===== src/spsg_pkg.sv =====
`timescale 1ns / 1ps
// ----------------------------------------------------------------------------
// spsg_pkg
// Types, constants and helpers shared by the serial password session guard.
// ----------------------------------------------------------------------------
package spsg_pkg;

	// command store geometry
	localparam int BUFFER_DEPTH = 32;
	localparam int ADDR_W       = $clog2(BUFFER_DEPTH);
	localparam int KEY_BYTES    = 8;
	// common width for comparing store positions against key lengths
	localparam int CNT_W        = (ADDR_W > 4) ? ADDR_W : 4;

	// characters and command codes
	localparam logic [7:0] CH_CR      = 8'h0D;
	localparam logic [7:0] CH_LF      = 8'h0A;
	localparam logic [7:0] CMD_START  = 8'h49;
	localparam logic [7:0] CMD_REPLY  = 8'h52;
	localparam logic [7:0] CMD_LOGOUT = 8'h4F;

	// register reset values
	localparam logic [31:0] SESSION_LIMIT_RST = 32'd300000;
	localparam logic [31:0] AUTH_TIMEOUT_RST  = 32'd10000;
	localparam logic [63:0] PASSWORD_KEY_RST  = 64'h5365_6C65_7831_3233;
	localparam logic [3:0]  KEY_LENGTH_RST    = 4'd8;

	typedef enum logic {
		OP_BYTE = 1'b0,
		OP_TICK = 1'b1
	} op_t;

	typedef enum logic [1:0] {
		ST_NOT_REG = 2'd0,
		ST_PROCESS = 2'd1,
		ST_PASS    = 2'd2,
		ST_FAIL    = 2'd3
	} guard_state_t;

	typedef enum logic [1:0] {
		RSP_NONE = 2'd0,
		RSP_OK   = 2'd1,
		RSP_ERR  = 2'd2
	} rsp_t;

	typedef enum logic [1:0] {
		CFG_SESSION_LIMIT = 2'd0,
		CFG_AUTH_TIMEOUT  = 2'd1,
		CFG_PASSWORD_KEY  = 2'd2,
		CFG_KEY_LENGTH    = 2'd3
	} cfg_idx_t;

	typedef enum logic [3:0] {
		SQ_IDLE,
		SQ_T_ADD,
		SQ_T_CMP,
		SQ_CHK,
		SQ_RD_CR,
		SQ_RD_LF,
		SQ_RD_CMD,
		SQ_PW,
		SQ_FINISH
	} seq_state_t;

	typedef struct packed {
		logic [31:0] session_limit;
		logic [31:0] auth_timeout;
		logic [63:0] password_key;
		logic [3:0]  key_length;
	} cfg_t;

	typedef struct packed {
		op_t         op;
		logic [7:0]  byte_value;
		logic [15:0] elapsed_ms;
	} item_t;

	typedef struct packed {
		logic         valid;
		rsp_t         response;
		guard_state_t auth_state;
	} res_t;

	typedef struct packed {
		logic [31:0] a;
		logic [31:0] b;
	} alu_req_t;

	typedef struct packed {
		logic [31:0] sum_sat;
		logic        ge;
		logic        eq;
	} alu_rsp_t;

	// key character i, first character in the top byte
	function automatic logic [7:0] key_char(input logic [63:0] key, input logic [2:0] i);
		logic [5:0] sh;
		sh = {3'(3'd7 - i), 3'b000};
		return key[sh +: 8];
	endfunction

endpackage


===== src/spsg_if.sv =====
`timescale 1ns / 1ps
// ----------------------------------------------------------------------------
// spsg_if
// Valid/ready channels for input items and result items.
// ----------------------------------------------------------------------------
interface spsg_in_if;
	import spsg_pkg::*;

	logic        valid;
	logic        ready;
	logic        op;
	logic [7:0]  byte_value;
	logic [15:0] elapsed_ms;

	modport source (output valid, output op, output byte_value, output elapsed_ms,
		input ready);
	modport sink (input valid, input op, input byte_value, input elapsed_ms,
		output ready);
endinterface

interface spsg_out_if;
	import spsg_pkg::*;

	logic       valid;
	logic       ready;
	logic [1:0] response;
	logic [1:0] auth_state;

	modport source (output valid, output response, output auth_state, input ready);
	modport sink (input valid, input response, input auth_state, output ready);
endinterface


===== src/spsg_ram.sv =====
`timescale 1ns / 1ps
// ----------------------------------------------------------------------------
// spsg_ram
// Generic single-port-write, single-port-read RAM with registered read data.
// ----------------------------------------------------------------------------
module spsg_ram #(
	parameter int WIDTH = 8,
	parameter int DEPTH = 32
) (
	input  logic                     clk,
	input  logic                     we,
	input  logic [$clog2(DEPTH)-1:0] waddr,
	input  logic [WIDTH-1:0]         wdata,
	input  logic                     re,
	input  logic [$clog2(DEPTH)-1:0] raddr,
	output logic [WIDTH-1:0]         rdata
);
	logic [WIDTH-1:0] mem_q [DEPTH];
	logic [WIDTH-1:0] rdata_q;

	// write port
	always_ff @(posedge clk) begin
		if (we) begin
			mem_q[waddr] <= wdata;
		end
	end

	// registered read port
	always_ff @(posedge clk) begin
		if (re) begin
			rdata_q <= mem_q[raddr];
		end
	end

	assign rdata = rdata_q;
endmodule


===== src/spsg_alu.sv =====
`timescale 1ns / 1ps
// ----------------------------------------------------------------------------
// spsg_alu
// Shared 32-bit unit: saturating add, greater-or-equal and equality compare.
// ----------------------------------------------------------------------------
module spsg_alu (
	input  spsg_pkg::alu_req_t req,
	output spsg_pkg::alu_rsp_t rsp
);
	import spsg_pkg::*;

	logic [32:0] sum;

	// saturating add and compares
	always_comb begin
		sum         = {1'b0, req.a} + {1'b0, req.b};
		rsp.sum_sat = sum[32] ? '1 : sum[31:0];
		rsp.ge      = (req.a >= req.b);
		rsp.eq      = (req.a == req.b);
	end
endmodule


===== src/spsg_seq.sv =====
`timescale 1ns / 1ps
// ----------------------------------------------------------------------------
// spsg_seq
// Sequencer: timers, authentication state, command store walk and decode.
// ----------------------------------------------------------------------------
module spsg_seq (
	input  logic             clk,
	input  logic             arst_n,
	input  spsg_pkg::cfg_t   cfg,
	input  logic             in_valid,
	output logic             in_ready,
	input  spsg_pkg::item_t  item,
	input  logic             out_free,
	output spsg_pkg::res_t   res
);
	import spsg_pkg::*;

	seq_state_t   state_q, state_d;
	guard_state_t guard_q, guard_d;
	logic [31:0]  sess_q, sess_d;
	logic [31:0]  auth_q, auth_d;
	logic [15:0]  ms_q, ms_d;
	logic [ADDR_W-1:0] fill_q, fill_d;
	logic [ADDR_W-1:0] pos_q, pos_d;
	logic         mism_q, mism_d;
	rsp_t         rsp_q, rsp_d;

	logic              ram_we;
	logic              ram_re;
	logic [ADDR_W-1:0] ram_raddr;
	logic [7:0]        ram_rdata;
	logic [ADDR_W-1:0] fill_next;
	logic [ADDR_W-1:0] idx;
	logic [3:0]        klen;
	logic              use_sess;
	logic [31:0]       timer_cur;
	alu_req_t          alu_req;
	alu_rsp_t          alu_rsp;

	spsg_ram #(
		.WIDTH (8),
		.DEPTH (BUFFER_DEPTH)
	) u_store (
		.clk   (clk),
		.we    (ram_we),
		.waddr (fill_q),
		.wdata (item.byte_value),
		.re    (ram_re),
		.raddr (ram_raddr),
		.rdata (ram_rdata)
	);

	spsg_alu u_alu (
		.req (alu_req),
		.rsp (alu_rsp)
	);

	// helper values
	always_comb begin
		fill_next = (fill_q == ADDR_W'(BUFFER_DEPTH - 1)) ? '0 : fill_q + 1'b1;
		idx       = pos_q - 1'b1;
		klen      = (cfg.key_length > 4'(KEY_BYTES)) ? 4'(KEY_BYTES) : cfg.key_length;
		use_sess  = (guard_q == ST_PASS);
		timer_cur = use_sess ? sess_q : auth_q;
	end

	// next state and outputs
	always_comb begin
		state_d   = state_q;
		guard_d   = guard_q;
		sess_d    = sess_q;
		auth_d    = auth_q;
		ms_d      = ms_q;
		fill_d    = fill_q;
		pos_d     = pos_q;
		mism_d    = mism_q;
		rsp_d     = rsp_q;
		ram_we    = 1'b0;
		ram_re    = 1'b0;
		ram_raddr = '0;
		alu_req.a = timer_cur;
		alu_req.b = {16'b0, ms_q};
		in_ready  = 1'b0;
		res.valid      = 1'b0;
		res.response   = rsp_q;
		res.auth_state = guard_q;

		case (state_q)
			SQ_IDLE: begin
				in_ready = 1'b1;
				if (in_valid) begin
					rsp_d = RSP_NONE;
					if (item.op == OP_BYTE) begin
						ram_we  = 1'b1;
						fill_d  = fill_next;
						state_d = SQ_FINISH;
					end else begin
						ms_d = item.elapsed_ms;
						if (guard_q == ST_PASS || guard_q == ST_PROCESS) begin
							state_d = SQ_T_ADD;
						end else begin
							state_d = SQ_CHK;
						end
					end
				end
			end
			// running timer plus elapsed time, saturating
			SQ_T_ADD: begin
				if (use_sess) begin
					sess_d = alu_rsp.sum_sat;
				end else begin
					auth_d = alu_rsp.sum_sat;
				end
				state_d = SQ_T_CMP;
			end
			// timeout check ends the step when it fires
			SQ_T_CMP: begin
				alu_req.b = use_sess ? cfg.session_limit : cfg.auth_timeout;
				if (alu_rsp.ge) begin
					if (use_sess) begin
						guard_d = ST_NOT_REG;
					end else begin
						auth_d  = cfg.auth_timeout;
						guard_d = ST_FAIL;
					end
					state_d = SQ_FINISH;
				end else begin
					state_d = SQ_CHK;
				end
			end
			SQ_CHK: begin
				if (fill_q <= ADDR_W'(2)) begin
					state_d = SQ_FINISH;
				end else begin
					ram_re    = 1'b1;
					ram_raddr = fill_q - ADDR_W'(2);
					state_d   = SQ_RD_CR;
				end
			end
			SQ_RD_CR: begin
				if (ram_rdata == CH_CR) begin
					ram_re    = 1'b1;
					ram_raddr = fill_q - 1'b1;
					state_d   = SQ_RD_LF;
				end else begin
					state_d = SQ_FINISH;
				end
			end
			SQ_RD_LF: begin
				if (ram_rdata == CH_LF) begin
					ram_re    = 1'b1;
					ram_raddr = '0;
					state_d   = SQ_RD_CMD;
				end else begin
					state_d = SQ_FINISH;
				end
			end
			// command decode, every command empties the store
			SQ_RD_CMD: begin
				fill_d  = '0;
				state_d = SQ_FINISH;
				case (ram_rdata)
					CMD_START: begin
						auth_d  = '0;
						guard_d = ST_PROCESS;
						rsp_d   = RSP_OK;
					end
					CMD_LOGOUT: begin
						guard_d = ST_NOT_REG;
						rsp_d   = RSP_OK;
					end
					CMD_REPLY: begin
						if (guard_q != ST_PROCESS) begin
							rsp_d = RSP_ERR;
						end else begin
							ram_re    = 1'b1;
							ram_raddr = ADDR_W'(1);
							pos_d     = ADDR_W'(1);
							mism_d    = 1'b0;
							state_d   = SQ_PW;
						end
					end
					default: begin
						rsp_d = RSP_NONE;
					end
				endcase
			end
			// password walk, one stored byte per cycle up to CR or past the key length
			SQ_PW: begin
				alu_req.a = {24'b0, ram_rdata};
				alu_req.b = {24'b0, key_char(cfg.password_key, 3'(idx))};
				if (ram_rdata == CH_CR) begin
					if (CNT_W'(idx) == CNT_W'(klen) && !mism_q) begin
						sess_d  = '0;
						guard_d = ST_PASS;
						rsp_d   = RSP_OK;
					end else begin
						guard_d = ST_FAIL;
						rsp_d   = RSP_ERR;
					end
					state_d = SQ_FINISH;
				end else if (CNT_W'(idx) >= CNT_W'(klen)) begin
					guard_d = ST_FAIL;
					rsp_d   = RSP_ERR;
					state_d = SQ_FINISH;
				end else begin
					mism_d    = mism_q | ~alu_rsp.eq;
					pos_d     = pos_q + 1'b1;
					ram_re    = 1'b1;
					ram_raddr = pos_q + 1'b1;
				end
			end
			SQ_FINISH: begin
				if (out_free) begin
					res.valid = 1'b1;
					state_d   = SQ_IDLE;
				end
			end
			default: begin
				state_d = SQ_IDLE;
			end
		endcase
	end

	// state register
	always_ff @(posedge clk or negedge arst_n) begin
		if (!arst_n) begin
			state_q <= SQ_IDLE;
		end else begin
			state_q <= state_d;
		end
	end

	// guard, timers and walk registers
	always_ff @(posedge clk or negedge arst_n) begin
		if (!arst_n) begin
			guard_q <= ST_NOT_REG;
			sess_q  <= '0;
			auth_q  <= '0;
			fill_q  <= '0;
			ms_q    <= '0;
			pos_q   <= '0;
			mism_q  <= 1'b0;
			rsp_q   <= RSP_NONE;
		end else begin
			guard_q <= guard_d;
			sess_q  <= sess_d;
			auth_q  <= auth_d;
			fill_q  <= fill_d;
			ms_q    <= ms_d;
			pos_q   <= pos_d;
			mism_q  <= mism_d;
			rsp_q   <= rsp_d;
		end
	end
endmodule


===== src/serial_password_session_guard.sv =====
`timescale 1ns / 1ps
// ----------------------------------------------------------------------------
// serial_password_session_guard
// Serial command guard with password check and session/authentication timers.
// ----------------------------------------------------------------------------
//  channel  | dir | handshake     | payload
//  in_ch    | in  | valid/ready   | op, byte_value, elapsed_ms
//  out_ch   | out | valid/ready   | response, auth_state
//  cfg      | in  | cfg_wr_en     | cfg_index, cfg_data (64 bit)
//
// A received byte is written to the store. A tick adds its elapsed time to
// the running timer while one runs; if that has not expired, it then reads
// the CR, LF and command bytes. A password command compares the stored bytes
// with the key, at most KEY_BYTES. Reset clears state and timers; the store
// contents stay unknown and need no clearing pass. A stalled result waits in
// the output register while the next transaction is taken and worked on.
// ----------------------------------------------------------------------------
module serial_password_session_guard (
	input  logic        clk,
	input  logic        arst_n,
	input  logic        cfg_wr_en,
	input  logic [1:0]  cfg_index,
	input  logic [63:0] cfg_data,
	spsg_in_if.sink     in_ch,
	spsg_out_if.source  out_ch
);
	import spsg_pkg::*;

	cfg_t  cfg_q;
	item_t item;
	res_t  res;
	logic  out_free;
	logic  out_valid_q;
	rsp_t  out_rsp_q;
	guard_state_t out_state_q;

	// configuration registers
	always_ff @(posedge clk or negedge arst_n) begin
		if (!arst_n) begin
			cfg_q.session_limit <= SESSION_LIMIT_RST;
			cfg_q.auth_timeout  <= AUTH_TIMEOUT_RST;
			cfg_q.password_key  <= PASSWORD_KEY_RST;
			cfg_q.key_length    <= KEY_LENGTH_RST;
		end else if (cfg_wr_en) begin
			case (cfg_index)
				CFG_SESSION_LIMIT: cfg_q.session_limit <= cfg_data[31:0];
				CFG_AUTH_TIMEOUT:  cfg_q.auth_timeout  <= cfg_data[31:0];
				CFG_PASSWORD_KEY:  cfg_q.password_key  <= cfg_data;
				CFG_KEY_LENGTH:    cfg_q.key_length    <= cfg_data[3:0];
				default: begin
				end
			endcase
		end
	end

	// input transaction payload
	always_comb begin
		item.op         = op_t'(in_ch.op);
		item.byte_value = in_ch.byte_value;
		item.elapsed_ms = in_ch.elapsed_ms;
	end

	spsg_seq u_seq (
		.clk      (clk),
		.arst_n   (arst_n),
		.cfg      (cfg_q),
		.in_valid (in_ch.valid),
		.in_ready (in_ch.ready),
		.item     (item),
		.out_free (out_free),
		.res      (res)
	);

	// output register
	assign out_free = !out_valid_q || out_ch.ready;

	always_ff @(posedge clk or negedge arst_n) begin
		if (!arst_n) begin
			out_valid_q <= 1'b0;
		end else if (res.valid) begin
			out_valid_q <= 1'b1;
		end else if (out_ch.ready) begin
			out_valid_q <= 1'b0;
		end
	end

	always_ff @(posedge clk) begin
		if (res.valid) begin
			out_rsp_q   <= res.response;
			out_state_q <= res.auth_state;
		end
	end

	assign out_ch.valid      = out_valid_q;
	assign out_ch.response   = out_rsp_q;
	assign out_ch.auth_state = out_state_q;
endmodule


===== src/flat_wrapper.sv =====
// flat-port wrapper written by rule: the top's interface ports become plain ports
module serial_password_session_guard_flat import spsg_pkg::*;
  (clk, arst_n, cfg_wr_en, cfg_index, cfg_data, in_ch_valid, in_ch_op, in_ch_byte_value, in_ch_elapsed_ms, in_ch_ready, out_ch_valid, out_ch_response, out_ch_auth_state, out_ch_ready);
  spsg_in_if in_ch_i ();
  spsg_out_if out_ch_i ();
  input  logic clk;
  input  logic arst_n;
  input  logic cfg_wr_en;
  input  logic [1:0] cfg_index;
  input  logic [63:0] cfg_data;
  input wire logic [$bits(in_ch_i.valid)-1:0] in_ch_valid;
  input wire logic [$bits(in_ch_i.op)-1:0] in_ch_op;
  input wire logic [$bits(in_ch_i.byte_value)-1:0] in_ch_byte_value;
  input wire logic [$bits(in_ch_i.elapsed_ms)-1:0] in_ch_elapsed_ms;
  output wire logic [$bits(in_ch_i.ready)-1:0] in_ch_ready;
  output wire logic [$bits(out_ch_i.valid)-1:0] out_ch_valid;
  output wire logic [$bits(out_ch_i.response)-1:0] out_ch_response;
  output wire logic [$bits(out_ch_i.auth_state)-1:0] out_ch_auth_state;
  input wire logic [$bits(out_ch_i.ready)-1:0] out_ch_ready;
  assign in_ch_i.valid = in_ch_valid;
  assign in_ch_i.op = in_ch_op;
  assign in_ch_i.byte_value = in_ch_byte_value;
  assign in_ch_i.elapsed_ms = in_ch_elapsed_ms;
  assign in_ch_ready = in_ch_i.ready;
  assign out_ch_valid = out_ch_i.valid;
  assign out_ch_response = out_ch_i.response;
  assign out_ch_auth_state = out_ch_i.auth_state;
  assign out_ch_i.ready = out_ch_ready;
  serial_password_session_guard u_core (.clk(clk), .arst_n(arst_n), .cfg_wr_en(cfg_wr_en), .cfg_index(cfg_index), .cfg_data(cfg_data), .in_ch(in_ch_i), .out_ch(out_ch_i));
endmodule

===== config.mk =====
export PLATFORM = sky130hd
export DESIGN_NAME = serial_password_session_guard_flat
export DESIGN_NICKNAME = d
export VERILOG_FILES = /design/src/spsg_pkg.sv /design/src/spsg_if.sv /design/src/spsg_ram.sv /design/src/spsg_alu.sv /design/src/spsg_seq.sv /design/src/serial_password_session_guard.sv /design/src/flat_wrapper.sv
export SDC_FILE = /design/constraint.sdc
export NUM_CORES = 1
export LEC_CHECK = 0
export BUFFER_PORTS_ARGS = -buffer_cell sky130_fd_sc_hd__buf_2
export CAP_MARGIN = 20
export CORE_ASPECT_RATIO = 0.8
export CORE_MARGIN = 2
export CORE_UTILIZATION = 40
export DETAILED_ROUTE_END_ITERATION = 6
export PLACE_DENSITY = 0.59
export SLEW_MARGIN = 25
export SYNTH_ARGS = -nofsm -noshare
export SYNTH_HDL_FRONTEND = slang
export SYNTH_HIERARCHICAL = 1
export SYNTH_SLANG_ARGS = --single-unit

===== constraint.sdc =====
create_clock -name clk -period 7.3 [get_ports clk]
set_clock_uncertainty 0.15 [all_clocks]
set_input_delay 0.73 -clock clk [delete_from_list [all_inputs] [get_ports clk]]
set_output_delay 0.73 -clock clk [all_outputs]
set_load 0.05 [all_outputs]

; ---- Word level (Yosys, flattened, before mapping)
; Memories as Yosys holds them, arrays and structs flattened. A register that Yosys moved wholly into a read port is not among the register bits.
; Index checks and enable logic that the tools add are counted.
[totals]
memories = 1
reg_bits = 236
mem_bits_rw = 256
elab_cells = 178
[mem_list]
columns = memory, depth, width, read_ports, rd_ports_with_merged_regs, wr, line
row1 = u_core.u_seq.u_store.mem_q, 32, 8, 1, 1, 1, spsg_ram.sv:18  ; logic [WIDTH-1:0] mem_q [DEPTH];
[op_classes]
n_mux = 81
reduce_logical = 27
n_eq_ne = 39
add_sub_neg = 7
bitwise_logic = 2
shift = 1
order_cmp = 4
[op_table]
columns = cell, count
row1 = $mux 32, 11
row2 = $pmux 32 s2, 2
row3 = $pmux 32 s3, 1
row4 = $shiftx 64x7->8, 1
row5 = $mux 5, 11
row6 = $mux 4, 12
row7 = $pmux 4 s9, 1
row8 = $add 32x32->33, 1
row9 = $eq 32x32->1, 1
row10 = $ge 32x32->1, 1
row11 = $eq 8x7->1 const B, 3
row12 = $mux 1, 24
row13 = $ne 2x2->1 const B, 12
row14 = $mux 2, 10
row15 = $pmux 5 s2, 2
row16 = $pmux 5 s4, 1
row17 = $eq 4x3->1 const B, 4
row18 = $eq 8x4->1 const B, 2
row19 = $pmux 2 s3, 2
row20 = $reduce_and 4->1, 3
row21 = $add 5x1->5 const B, 2
row22 = $reduce_and 5->1, 2
row23 = $sub 5x1->5 const B, 2
row24 = $reduce_and 3->1, 3
row25 = other kinds (29), 47

; ---- Longest topological paths before layout
; Gate-level depths: netlist of the first run.
[depth]
ltp_word = 10
depth_mapped = 23
mapped_depth_nobuf = 20

; ---- Hierarchy
; Netlist of the first run, hierarchy kept.
[by_module_without_submodules]
columns = mod, seq_area_each_um2, area_per_inst_um2, cells_each, n_inst
row1 = spsg_ram, 7927.6, 10133.5, 417, 1
row2 = spsg_seq, 2477.4, 6633.9, 734, 1
row3 = serial_password_session_guard, 3503.4, 5401.4, 288, 1
row4 = spsg_alu, 0.0, 2735.1, 404, 1

; ---- Worst setup path after synthesis of the first run
; No wires, ideal clock.
[synth_path]
kind = flip-flop to flip-flop
start = register u_core.u_seq.pos_q[0]
end = register u_core.u_seq.auth_q[26]
required_ps = 7013
t_arrival_ps = 5046
slack_ps = 1968
synth_period_minus_slack_ps = 5332
stages_incl_launch_ff = 22
cell_sequence = dfrtp_1 clkbuf_1 inv_1 ha_1 clkbuf_1 buf_1 mux4_2 mux2i_1 o221ai_1 ha_1 fa_1 nand2b_1 a211oi_2 a2111oi_2 o32ai_2 a21o_2 a2111oi_4 o41a_4 buf_4 nand3b_1 a22oi_1 a21oi_1
[synth_rtl]
columns = item, line
row1 = start: declaration, spsg_seq.sv:24  ; logic [ADDR_W-1:0] pos_q, pos_d;
row2 = start signal: assignment, spsg_seq.sv:251  ; pos_q <= pos_d;
row3 = end signal: assignment, spsg_seq.sv:248  ; auth_q <= auth_d;
row4 = end: declaration, spsg_seq.sv:21  ; logic [31:0] auth_q, auth_d;

==> summary.txt, run 1 <==
Run status
  – Status: finished with violations
  – Failing checks: negative hold slack

Clock tree
  – Clock Latency Late Sink: around 0.65 ns
  – Clk pin slew, worst setup/hold paths: about 0.060 ns
  – Setup Fix Bufs, Post-CTS: 0
  – Worst-case clock buffer depth: 3
  – Gates resized, CTS repair: 0
  – H-tree levels: 2
  – TritonCTS Sinks: 500
  – CTS tree: done
  – CTS Root Buffer Type: clkbuf_16
  – Cts hold-fix bufs: 0
  – CTS Buf Count: 52

STA
  – Final hold slack: -0.0289 ns
  – Max_slew headroom: between 20% and 30%
  – Final hold violations: 3
  – Minimum clock period: ~6 ns
  – Setup violations, final: 0
  – Crit share post-route: 82.1%
  – Slew @ Worst Pin: between 1 and 1.5 ns
  – RSZ-0062 raised after global routing: no
  – Max Slew Vio Count: 0
  – TNS Setup: 0 ns
  – FMAX: between 150 and 200 MHz

Floorplan
  – Die footprint: between 0.06 and 0.07 mm^2
  – Top Ports: 102
  – Die width: around 280 um
  – Site row count: roughly 80
  – Initial Utilization: about two fifths
  – CORE AREA: 0.0613 mm^2
  – Die H: roughly 230 um

Global route
  – Vias in the first global route: ~15,000
  – Total Routing Usage GR: 20.1%
  – Wire length of the first global-routing pass: 98.1 mm
  – Largest net degree at the start of global routing: ~110
  – Grt total ovfl: 0
  – Initial antenna violation count: 2

Setup path
  – RR Endpoint: u_core/u_seq/auth_q[20]
  – Crit path max fanout: between 60 and 70
  – Setup crit end kind: flip-flop
  – Buf/Inv on CP: 3
  – WS Path Type: reg2reg
  – CP max stage cell: buf_4
  – Slack of the worst reg-to-reg path: roughly 1.3 ns
  – CP max stage delay: about 0.64 ns
  – CP endpoint: u_core/u_seq/auth_q[20]
  – Delay-heaviest family, CP: simple AND/OR/NAND/NOR gates
  – Startpoint Class: flip-flop
  – Reg2reg start: u_core/u_seq/state_q[2]
  – Arr. time, crit path: ~6.3 ns
  – Data required, critical path: 7.59 ns
  – Crit path cell chain: nor2b_1 > and3_1 > buf_4 > nor2_2 > nand2_1 > o21ai_0 > inv_1 > ha_1 > nand4_1 > or4_1 > nor3_1 > nor3_1 > o221ai_1 > a21oi_1 > o31ai_1 > and3b_1 > o21ai_0 > o41ai_4 > buf_4 > a21oi_1
  – Crit. path cell count: 20
  – Worst Setup SP: u_core/u_seq/state_q[2]
  – Worst-case reg-to-reg path depth: 20

Logic synthesis
  – Top_reg_cell synth: edfxtp_1
  – Syn Std Cell Area: about 0.025 mm^2
  – Post-synth EDFFs: 268
  – Mean Syn Cell Area: between 10 and 15 um^2
  – Largest family of logic cells by synthesized area: multiplexers
  – Register area share after synthesis: ~56%
  – Post-Synth Adder-Cell Area: under 10%
  – Yosys warning count: 6
  – Post-synthesis simple-gate area fraction: between 8 and 9%
  – Post-synthesis compound-gate area fraction: about 7.5%
  – Count of state elements after synthesis: 500
  – Xor and xnor fraction of the mapped netlist area: between 1 and 1.5%
  – Net Count, Synth: just over 2,000
  – Count of cell types in the netlist: 91
  – Asr flop ratio synth: a little under half
  – Mux share of post-synthesis cell area: 19.7%
  – Post-Syn Instances: 1,843

Power
  – Clk network pwr share: about 25%
  – Internal power: approximately 7 mW
  – Sequential group share of total power: 33.7%
  – Logic pwr share: ~41%
  – Switching Share: between 30% and 40%
  – Total power: ~11 mW
  – P_leak: 10.8 nW
  – Sw Pwr: 4.31 mW
  – Worst VDD drop: 0.249 mV
  – Power density cells: just over 400 mW/mm^2

Detailed routing
  – Vias after detailed routing: ~16,000
  – DRT Pass-1 Iters: 6
  – Final WL: 64.6 mm
  – DRC viols: 0
  – Drt initial violations: between 1,500 and 2,000
  – Routed Antenna Nets: 0
  – Vias per Instance: approximately 5.6
  – Drt wl/cell: around 23 um

Finish
  – Most frequent cells in the layout: edfxtp_1, dfrtp_1, nor2_1
  – Inserted Diodes: 0
  – Layout cells sized above 1: a little over a quarter
  – Commonest non-fill, non-tap cell in the layout: edfxtp_1
  – Syn-to-layout area delta: 12.5%
  – Final nets: 2,098
  – Post-route design area: ~0.028 mm^2
  – Final Non-Filler Cells: roughly 2,800

Min path
  – Tightest Hold Check Type: in2async

Placed design
  – Dpl cells: approximately 2,700
  – Hpwl dp: around 44 mm
  – Post-DP Area: approximately 0.026 mm^2
  – IO buf count: between 100 and 150
  – GP Congestion: roughly 0.94

Run
  – Max-cap violation count: 0
-- cells in the mapped netlist (7+ instances only) --
library cell	count	area share, %
edfxtp_1	268	32
dfrtp_1	188	19
nor2_1	179	2.7
nand2_1	136	2.0
mux2_2	97	4.4
mux4_2	96	8.7
a21oi_1	83	1.7
ha_1	79	4.0
inv_1	74	1.1
mux2i_1	72	2.9
o21ai_0	67	1.3
mux2_4	61	3.7
clkbuf_1	47	0.71
dfstp_2	44	4.6
a22oi_1	33	0.99
xnor2_1	24	0.84
nor3_1	18	0.36
buf_2	15	0.30
nand3_1	15	0.30
buf_1	14	0.21
buf_6	13	0.59
nor2b_1	13	0.33
buf_4	12	0.36
a21o_1	11	0.33
nand4_1	11	0.28
o21bai_1	11	0.33
o221ai_1	11	0.39
and3_1	10	0.25
nand2b_1	10	0.25
nand3b_1	9	0.27
xor2_1	9	0.32
a211oi_1	7	0.21
a31oi_1	7	0.18
-- power groups by stage --
stage | Combinational (mW) | Clock, mW | Sequential [mW]
CTS | 4.60 | 2.89 | 3.80
floorplan | 3.50 | 0 | 3.69
global placement | 4.49 | 0 | 3.83
detailed placement | 4.57 | 0 | 3.85
finish | 4.67 | 2.82 | 3.80
global route | 5.16 | 3.00 | 3.85
-- metrics by stage --
stage	utilization (%)	setup WS, ns	hold WS [ns]
after detailed placement	42.7	1.10	0.311
after global routing	45.7	0.825	0.0627
after global placement	42.7	1.43	0.303
after CTS	45.7	1.05	0.0414
after floorplan	-	1.97	0.275
final	45.7	1.31	-0.0289
-- worst reg2reg max path, cell delays in order, from the launching register on --
cell and delay [ns]:
dfrtp_1 0.55, nor2b_1 0.30, and3_1 0.24, buf_4 0.23, nor2_2 0.61, nand2_1 0.11, o21ai_0 0.14, inv_1 0.08
ha_1 0.41, nand4_1 0.16, or4_1 0.54, nor3_1 0.30, nor3_1 0.09, o221ai_1 0.08, a21oi_1 0.09, o31ai_1 0.50
and3b_1 0.24, o21ai_0 0.12, o41ai_4 0.08, buf_4 0.64, a21oi_1 0.20
-- cell families after synthesis --
group | count (synthesis)
muxes | 328
and+or+nand+nor | 444
DFF | 500
AOI/OAI and AO/OA | 282
adders and majority gates | 80
buffers and inverters | 176
xor gates and xnor gates | 33
-- registers in the layout, indices dropped and copies added (netlist names), 2 cells and up --
register and count:
u_core/u_seq/state_q 4, u_core/u_seq/fill_q 5, u_core/u_seq/u_store/rdata 8, u_core/u_seq/sess_q 32
u_core/u_seq/pos_q 5, u_core/u_seq/auth_q 32, u_core/u_seq/rsp_q 2, u_core/u_seq/ms_q 16
u_core/cfg_q 132, u_core/out_ch.auth_state 2, u_core/out_ch.response 2, u_core/u_seq/u_store/mem_q 256
u_core/u_seq/guard_q 2
-- routing by layer --
layer / wire length, um / vias up / global-route usage [%]
li1: - / 6987 / -
met1: 31700 / 8061 / 31.7
met2: 26800 / 567 / 27.9
met3: 4450 / 91 / 3.49
met4: 1610 / 2 / 6.09
met5: 13 / - / 0
-- layout make-up --
cell class / count / area [um^2]
inverters: 75 / 282
clock buffers: 71 / 1470
multi-input cells: 1167 / 10200
clock inverters: 25 / 377
repair buffers: 126 / 719
flip-flops and latches: 500 / 13900
well taps: 830 / 1040
fillers: 5409 / 33300
-- worst min path at each step --
stage	from	endpoint	cells after the start
floorplan	arst_n	u_core/cfg_q[0]	0
global placement	u_core/u_seq/rsp_q[1]	u_core/out_ch.response[1]	0
detailed placement	u_core/u_seq/rsp_q[0]	u_core/out_ch.response[0]	0
CTS	arst_n	u_core/u_seq/pos_q[4]	1
global route	arst_n	u_core/out_ch.valid	1
finish	arst_n	u_core/out_ch.valid	1
(Power assumes the default switching activity.)
==> run 2: changes to the inputs <==
==> constraint.sdc (replaced) <==
create_clock -name clk -period 5.7 [get_ports clk]
set_clock_uncertainty 0.15 [all_clocks]
set_input_delay 0.57 -clock clk [delete_from_list [all_inputs] [get_ports clk]]
set_output_delay 0.57 -clock clk [all_outputs]
set_load 0.05 [all_outputs]
==> summary.txt, run 2 (same netlist as run 1, synthesis figures left out) <==
Run status
  – Status: completed

Clock tree
  – H-tree levels: 2 (unchanged)
  – Worst-case clock buffer depth: 3 (unchanged)
  – TritonCTS Sinks: 500 (unchanged)
  – Clk pin slew, worst setup/hold paths: 0.07 ns (about the same)
  – Clock Latency Late Sink: 0.63 ns (-0.02 ns)
  – CTS Buf Count: 52 (unchanged)
  – CTS tree: done
  – CTS Root Buffer Type: clkbuf_16

Finish
  – Final nets: 2,127 (+1.4%)
  – Max reg flops: 256 (unchanged)
  – Fillers: 5,450 (+0.76%)
  – Largest regs: u_core/u_seq/u_store/mem_q x256, u_core/cfg_q x132
  – Most frequent cells in the layout: edfxtp_1, dfrtp_1, nor2_1
  – Layout cells sized above 1: 27.9% (+0.45 points)
  – Inserted Diodes: 0 (unchanged)
  – Reg with most FFs: u_core/u_seq/u_store/mem_q
  – Syn-to-layout area delta: 13.8%
  – Commonest non-fill, non-tap cell in the layout: edfxtp_1
  – Final Non-Filler Cells: 2,823 (+1.0%)

Power
  – Switching Share: 38.2% (about the same)
  – P_leak: 10.9 nW (+1.2%)
  – Internal power: 8.96 mW (+28%)
  – Logic pwr share: 42.3% (+1.0 points)
  – Worst VDD drop: 0.255 mV (+2.2%)
  – Sequential group share of total power: 33.1% (-0.6 points)
  – Power density cells: 511 mW/mm^2 (+27%)
  – Clk network pwr share: 24.6% (-0.4 points)
  – Sw Pwr: 5.53 mW (+28%)

Floorplan
  – Top Ports: 102 (unchanged)
  – Site row count: 81 (unchanged)
  – Die H: 227 um (unchanged)
  – Die width: 283 um (unchanged)
  – Initial Utilization: 40.6% (unchanged)
  – CORE AREA: 0.0613 mm^2 (unchanged)
  – Die footprint: 0.0643 mm^2 (unchanged)

Placed design
  – Worst slack, placed: 0.222 ns (-0.881 ns)
  – Dpl cells: 2,711 (+0.48%)
  – IO buf count: 101 (unchanged)
  – GP Congestion: 0.901 (-3.9%)
  – Hpwl dp: 45.2 mm (+3.4%)

Detailed routing
  – Drt wl/cell: 23.4 um (+0.98%)
  – DRT Pass-1 Iters: 6 (unchanged)
  – Final WL: 65.9 mm (+2.0%)
  – Drt initial violations: 1,670 (-4.0%)
  – Vias after detailed routing: 15,691 (-0.11%)
  – Routed Antenna Nets: 0 (unchanged)
  – DRC viols: 0 (unchanged)
  – Vias per Instance: 5.56 (-1.1%)

Setup path
  – Data required, critical path: 6.03 ns (-1.56 ns)
  – Setup crit end kind: flip-flop
  – WS Path Type: reg2reg
  – Arr. time, crit path: 5.55 ns (-0.74 ns)
  – CP max stage delay: 0.55 ns (-0.09 ns)
  – Crit path cell chain: inv_1 > ha_2 > mux4_2 > mux2i_1 > o221ai_1 > ha_1 > fa_1 > nand2b_1 > a211oi_2 > a2111oi_2 > o32ai_2 > a21o_2 > a2111oi_4 > o41a_4 > nand2_1 > a22oi_1 > a21oi_1
  – Startpoint Class: flip-flop
  – CP max stage cell: ha_2
  – Crit path max fanout: 31 (-52%)

Min path
  – Tightest Hold Check Type: in2reg

STA
  – TNS Setup: 0 ns (unchanged)
  – Max_slew headroom: 33.4% (+4.0 points)
  – Setup WS post-layout: 0.485 ns (-0.822 ns)
  – Crit share post-route: 91.5% (+9.4 points)
  – RSZ-0062 raised after global routing: no
  – Max Slew Vio Count: 0 (unchanged)
  – Slew @ Worst Pin: 0.999 ns (-0.0593 ns)
  – Final hold violations: 0 (-3)
  – Setup violations, final: 0 (unchanged)
  – Minimum clock period: 5.21 ns (-0.778 ns)
  – FMAX: 192 MHz (+15%)

Global route
  – Total Routing Usage GR: 20.7% (+0.56 points)
  – Largest net degree at the start of global routing: 146 (+34%)
  – Initial antenna violation count: 5 (+3)
  – Wire length of the first global-routing pass: 100 mm (+2.5%)
  – Vias in the first global route: 15,612 (+1.3%)
  – Grt total ovfl: 0 (unchanged)

Run
  – Max-cap violation count: 0 (unchanged)
run 2: repair_timing:
action / 4_1_cts / 5_1_grt
endpoints found under the setup margin: 0 / 32
buffers inserted: 0 / 1
endpoints found under the hold margin: 97 / 0
hold buffers: 15 / 0
resized for setup: 0 / 3
run 2: power by group through the flow:
| stage | Combinational (mW) | Sequential (mW) | Clock, mW |
|---|---|---|---|
| finish | 6.13 | 4.79 | 3.57 |
| global route | 6.78 | 4.86 | 3.80 |
| CTS | 6.03 | 4.79 | 3.66 |
| detailed placement | 5.98 | 4.86 | 0 |
| global placement | 5.90 | 4.83 | 0 |
| floorplan | 4.49 | 4.72 | 0 |
run 2: layout make-up:
| type | instances | area (um^2) | area share [%] |
|---|---|---|---|
| clock inverters | 29 | 410 | 1.45 |
| multi-input cells | 1167 | 10200 | 36.1 |
| repair buffers | 155 | 1070 | 3.76 |
| well taps | 830 | 1040 | 3.67 |
| clock buffers | 67 | 1400 | 4.93 |
| flip-flops and latches | 500 | 13900 | 49.1 |
| inverters | 75 | 282 | 0.994 |
run 2: critical path: cells and delay by family (launching register included):
family                     cells  cell delay [ns]
buffers and inverters          1             0.06
and+or+nand+nor                2             0.32
muxes                          2             0.63
AOI/OAI and AO/OA              9             2.23
DFF                            1             0.41
adders and majority gates      3             1.23
run 2: metrics by stage:
stage / cell area, um^2 / utilization, % / hold slack [ns] / power (mW)
global route: 28300 / 46.2 / 0.00404 / 15.4
floorplan: 24900 / - / 0.124 / 9.21
finish: 28300 / 46.2 / 0.0256 / 14.5
global placement: 26300 / 42.9 / 0.313 / 10.7
detailed placement: 26300 / 43.0 / 0.305 / 10.8
CTS: 28300 / 46.1 / 0.000810 / 14.5
run 2: path summary, 6_finish.rpt:
| check | startpoint | endpoint | slack (ns) | cells after the start |
|---|---|---|---|---|
| min | cfg_data[59] | u_core/cfg_q[63] | 0.03 | 2 |
| max | u_core/u_seq/pos_q[1] | u_core/u_seq/auth_q[19] | 0.49 | 17 |
| max reg2reg | u_core/u_seq/pos_q[1] | u_core/u_seq/auth_q[19] | 0.49 | 17 |
| max in group asynchronous | arst_n | u_core/cfg_q[95] | 3.74 | 3 |
| min reg2reg | u_core/u_seq/rsp_q[0] | u_core/out_ch.response[0] | 0.32 | 0 |
| min in group asynchronous | arst_n | u_core/u_seq/guard_q[1] | 0.41 | 2 |
run 2: routing by layer:
layer	vias to the layer above	GRT usage, %	share of wire, %
met1	8046	32.3	48
met3	72	4.63	8.2
met4	4	4.96	1.8
met5	-	0	0.036
li1	7056	-	-
met2	513	28.9	41
==> run 3: changes to the inputs <==
--- a/config.mk
+++ b/config.mk
@@ -5,6 +5,7 @@
 export SDC_FILE = /design/constraint.sdc
 export NUM_CORES = 1
 export LEC_CHECK = 0
+export ABC_AREA = 1
 export BUFFER_PORTS_ARGS = -buffer_cell sky130_fd_sc_hd__buf_2
 export CAP_MARGIN = 20
 export CORE_ASPECT_RATIO = 0.8
==> summary.txt, run 3 <==
Detailed routing
  – Final WL: 83.2 mm (+26%)
  – DRC viols: 0 (unchanged)
  – Vias per Instance: 5.38 (-3.3%)
  – Drt initial violations: 2,683 (+61%)
  – DRT Pass-1 Iters: 6 (unchanged)
  – Routed Antenna Nets: 0 (unchanged)
  – Vias after detailed routing: 22,172 (+41%)
  – Drt wl/cell: 20.2 um (-14%)

Logic synthesis
  – Most frequent cell after synthesis: nand2_1
  – Syn Std Cell Area: 0.0267 mm^2 (+7.4%)
  – Count of state elements after synthesis: 500 (unchanged)
  – Synth top area share: 30.1% (-2.2 points)
  – Synth area leader: edfxtp_1
  – Largest cells by area after synthesis: edfxtp_1, dfrtp_1, nand2_1
  – Register area share after synthesis: 52.0% (-3.8 points)
  – Post-Syn Instances: 3,188 (+73%)
  – Yosys warning count: 6 (unchanged)
  – Post-synth EDFFs: 268 (unchanged)
  – Mean Syn Cell Area: 8.39 um^2 (-38%)
  – Net Count, Synth: 3,364 (+67%)
  – Top_reg_cell synth: edfxtp_1
  – Synth top cells by count: nand2_1, nand3_1, edfxtp_1
  – Asr flop ratio synth: 46.4% (unchanged)
  – Count of cell types in the netlist: 46 (-49%)

Finish
  – Most frequent cells in the layout: nand2_1, nand3_1, edfxtp_1
  – Max reg flops: 256 (unchanged)
  – Final nets: 3,395 (+60%)
  – Syn-to-layout area delta: 10.5%
  – Inserted Diodes: 0 (unchanged)
  – Layout cells sized above 1: 10.8% (-17 points)
  – Reg with most FFs: u_core/u_seq/u_store/mem_q
  – Commonest non-fill, non-tap cell in the layout: nand2_1
  – Largest regs: u_core/u_seq/u_store/mem_q x256, u_core/cfg_q x132

Placed design
  – Worst slack, placed: 0.788 ns (+0.565 ns)
  – Hpwl dp: 56.7 mm (+25%)
  – IO buf count: 101 (unchanged)
  – GP Congestion: 0.949 (+5.3%)

Floorplan
  – CORE AREA: 0.0659 mm^2 (+7.5%)
  – Die footprint: 0.0690 mm^2 (+7.3%)
  – Top Ports: 102 (unchanged)
  – Die width: 293 um (+3.6%)
  – Die H: 235 um (+3.6%)
  – Initial Utilization: 40.6% (about the same)
  – Site row count: 84 (+3.7%)

Clock tree
  – Worst-case clock buffer depth: 3 (unchanged)
  – CTS tree: done
  – CTS Buf Count: 53 (+1.9%)
  – TritonCTS Sinks: 500 (unchanged)
  – H-tree levels: 2 (unchanged)
  – CTS Root Buffer Type: clkbuf_16
  – Clk pin slew, worst setup/hold paths: 0.06 ns (about the same)
  – Gates resized, CTS repair: 0 (unchanged)
  – Clock Latency Late Sink: 0.63 ns (about the same)

Min path
  – Hold Crit Endpoint: u_core/u_seq/ms_q[13]
  – Hold depth: 2 (unchanged)
  – Hold Crit Start: in_ch_elapsed_ms[13]
  – Tightest Hold Check Type: in2reg

STA
  – Slew @ Worst Pin: 0.973 ns (-0.0263 ns)
  – Setup WS post-layout: 0.684 ns (+0.199 ns)
  – RSZ-0062 raised after global routing: no
  – Final hold slack: 0.0255 ns (-0.000139 ns)
  – Setup violations, final: 0 (unchanged)
  – Max_slew headroom: 35.0% (+1.6 points)
  – Final hold violations: 0 (unchanged)
  – Minimum clock period: 5.02 ns (-0.199 ns)
  – Max Slew Vio Count: 0 (unchanged)
  – Crit share post-route: 88.0% (-3.5 points)
  – TNS Setup: 0 ns (unchanged)
  – FMAX: 199 MHz (+4.0%)

Setup path
  – Crit path max fanout: 64 (+110%)
  – Startpoint Class: flip-flop
  – Delay-heaviest family, CP: simple AND/OR/NAND/NOR gates
  – Setup crit end kind: flip-flop
  – RR Endpoint: u_core/u_seq/auth_q[25]
  – Slack of the worst reg-to-reg path: 0.68 ns (+0.20 ns)
  – Buf/Inv on CP: 5 (+4)
  – Data required, critical path: 6.09 ns (+0.06 ns)
  – Reg2reg start: u_core/u_seq/pos_q[1]
  – WS Path Type: reg2reg
  – Arr. time, crit path: 5.41 ns (-0.14 ns)
  – Worst-case reg-to-reg path depth: 24 (+7)
  – CP max stage cell: ha_1
  – Crit path cell chain: inv_1 > ha_1 > inv_1 > o21ai_0 > o22ai_1 > o211ai_1 > nand3_1 > inv_1 > ha_1 > nand3_1 > nor2_1 > nand4_1 > nor2_1 > nand2_1 > nand2_1 > nor2_1 > nand2_1 > inv_1 > nand2_2 > nand3_1 > nand2_2 > buf_12 > nor2_1 > a31oi_1
  – CP max stage delay: 0.76 ns (+0.21 ns)

Global route
  – Vias in the first global route: 20,495 (+31%)
  – Total Routing Usage GR: 24.0% (+3.4 points)
  – Largest net degree at the start of global routing: 144 (-1.4%)
  – Initial antenna violation count: 2 (-3)
  – Wire length of the first global-routing pass: 128 mm (+27%)
  – Grt total ovfl: 0 (unchanged)

Power
  – P_leak: 13.1 nW (+20%)
  – Worst VDD drop: 0.239 mV (-6.2%)
  – Power density cells: 513 mW/mm^2 (+0.40%)

Run
  – Max-cap violation count: 0 (unchanged)

Run status
  – Status: completed
[run 3: changes by cell type in the layout (fill, tap and decap cells not counted), sizes merged, moves of 13 or more]
cell	delta
o211ai	+18
nand4	+110
nor2	+33
xnor2	-23
mux2	-144
nand3	+316
nand2	+1004
inv	+186
mux2i	-72
nor2b	-13
o21ai	+65
a22oi	-32
a31oi	+27
mux4	-96
[run 3: repair_timing]
action | 4_1_cts | 5_1_grt
endpoints found under the setup margin | 0 | 0
setup buffers | 0 | 0
hold buffers | 4 | 0
endpoints found under the hold margin | 91 | 0
[run 3: metal layers]
metal,GRT usage [%],vias to the layer above,wire length (um)
met1,39.1,10561,41600
met4,5.92,4,1700
met3,5.58,106,7680
met2,31.2,870,32200
li1,-,10631,-
met5,0,-,27
[run 3: metrics by stage]
step / util, % / cells / power (mW) / cell area (um^2)
6_report: 44.8 / 4124 / 15.2 / 29500
2_1_floorplan: - / 3188 / 9.68 / 26700
3_5_place_dp: 42.1 / 4020 / 11.6 / 27700
3_3_place_gp: 42.1 / 4020 / 11.6 / 27700
4_1_cts: 44.8 / 4124 / 15.1 / 29500
5_1_grt: 44.8 / 4124 / 16.3 / 29500
[run 3: cell families (layout without fill, tap and decap cells)]
group                      Yosys count  after routing  share of synthesized area (%)
AOI/OAI and AO/OA                  311            311                           6.53
xor gates and xnor gates            11             11                          0.360
adders and majority gates           80             80                           3.77
buffers and inverters              432            508                           7.28
DFF                                500            500                           52.0
muxes                               16             16                          0.814
and+or+nand+nor                   1838           1838                           29.2
[run 3: area by class of cell]
class                      count  area (um^2)
fill                        6415        36400
sequential                   500        13900
multi-input combinational   2256        10900
clock buffer                  74         1490
tap                          860         1080
inverter                     265          996
timing repair buffer         143          881
clock inverter                26          270
[run 3: worst max path at each step]
stage          slack (ns)                            end                   from  cells past startpoint
2_1_floorplan        1.75  u_core/u_seq/u_store/rdata[6]  u_core/u_seq/pos_q[0]                     22
3_3_place_gp         0.83        u_core/u_seq/auth_q[21]  u_core/u_seq/pos_q[1]                     19
3_5_place_dp         0.79         u_core/u_seq/auth_q[3]  u_core/u_seq/pos_q[1]                     24
4_1_cts              0.76         u_core/u_seq/auth_q[3]  u_core/u_seq/pos_q[1]                     24
5_1_grt              0.23        u_core/u_seq/auth_q[19]  u_core/u_seq/pos_q[1]                     26
6_report             0.68        u_core/u_seq/auth_q[25]  u_core/u_seq/pos_q[1]                     24
[run 3: report_power, final]
| group | internal [mW] | switching (mW) |
|---|---|---|
| sequential | 4.38 | 0.413 |
| clock | 1.97 | 1.51 |
| combinational | 2.12 | 4.76 |
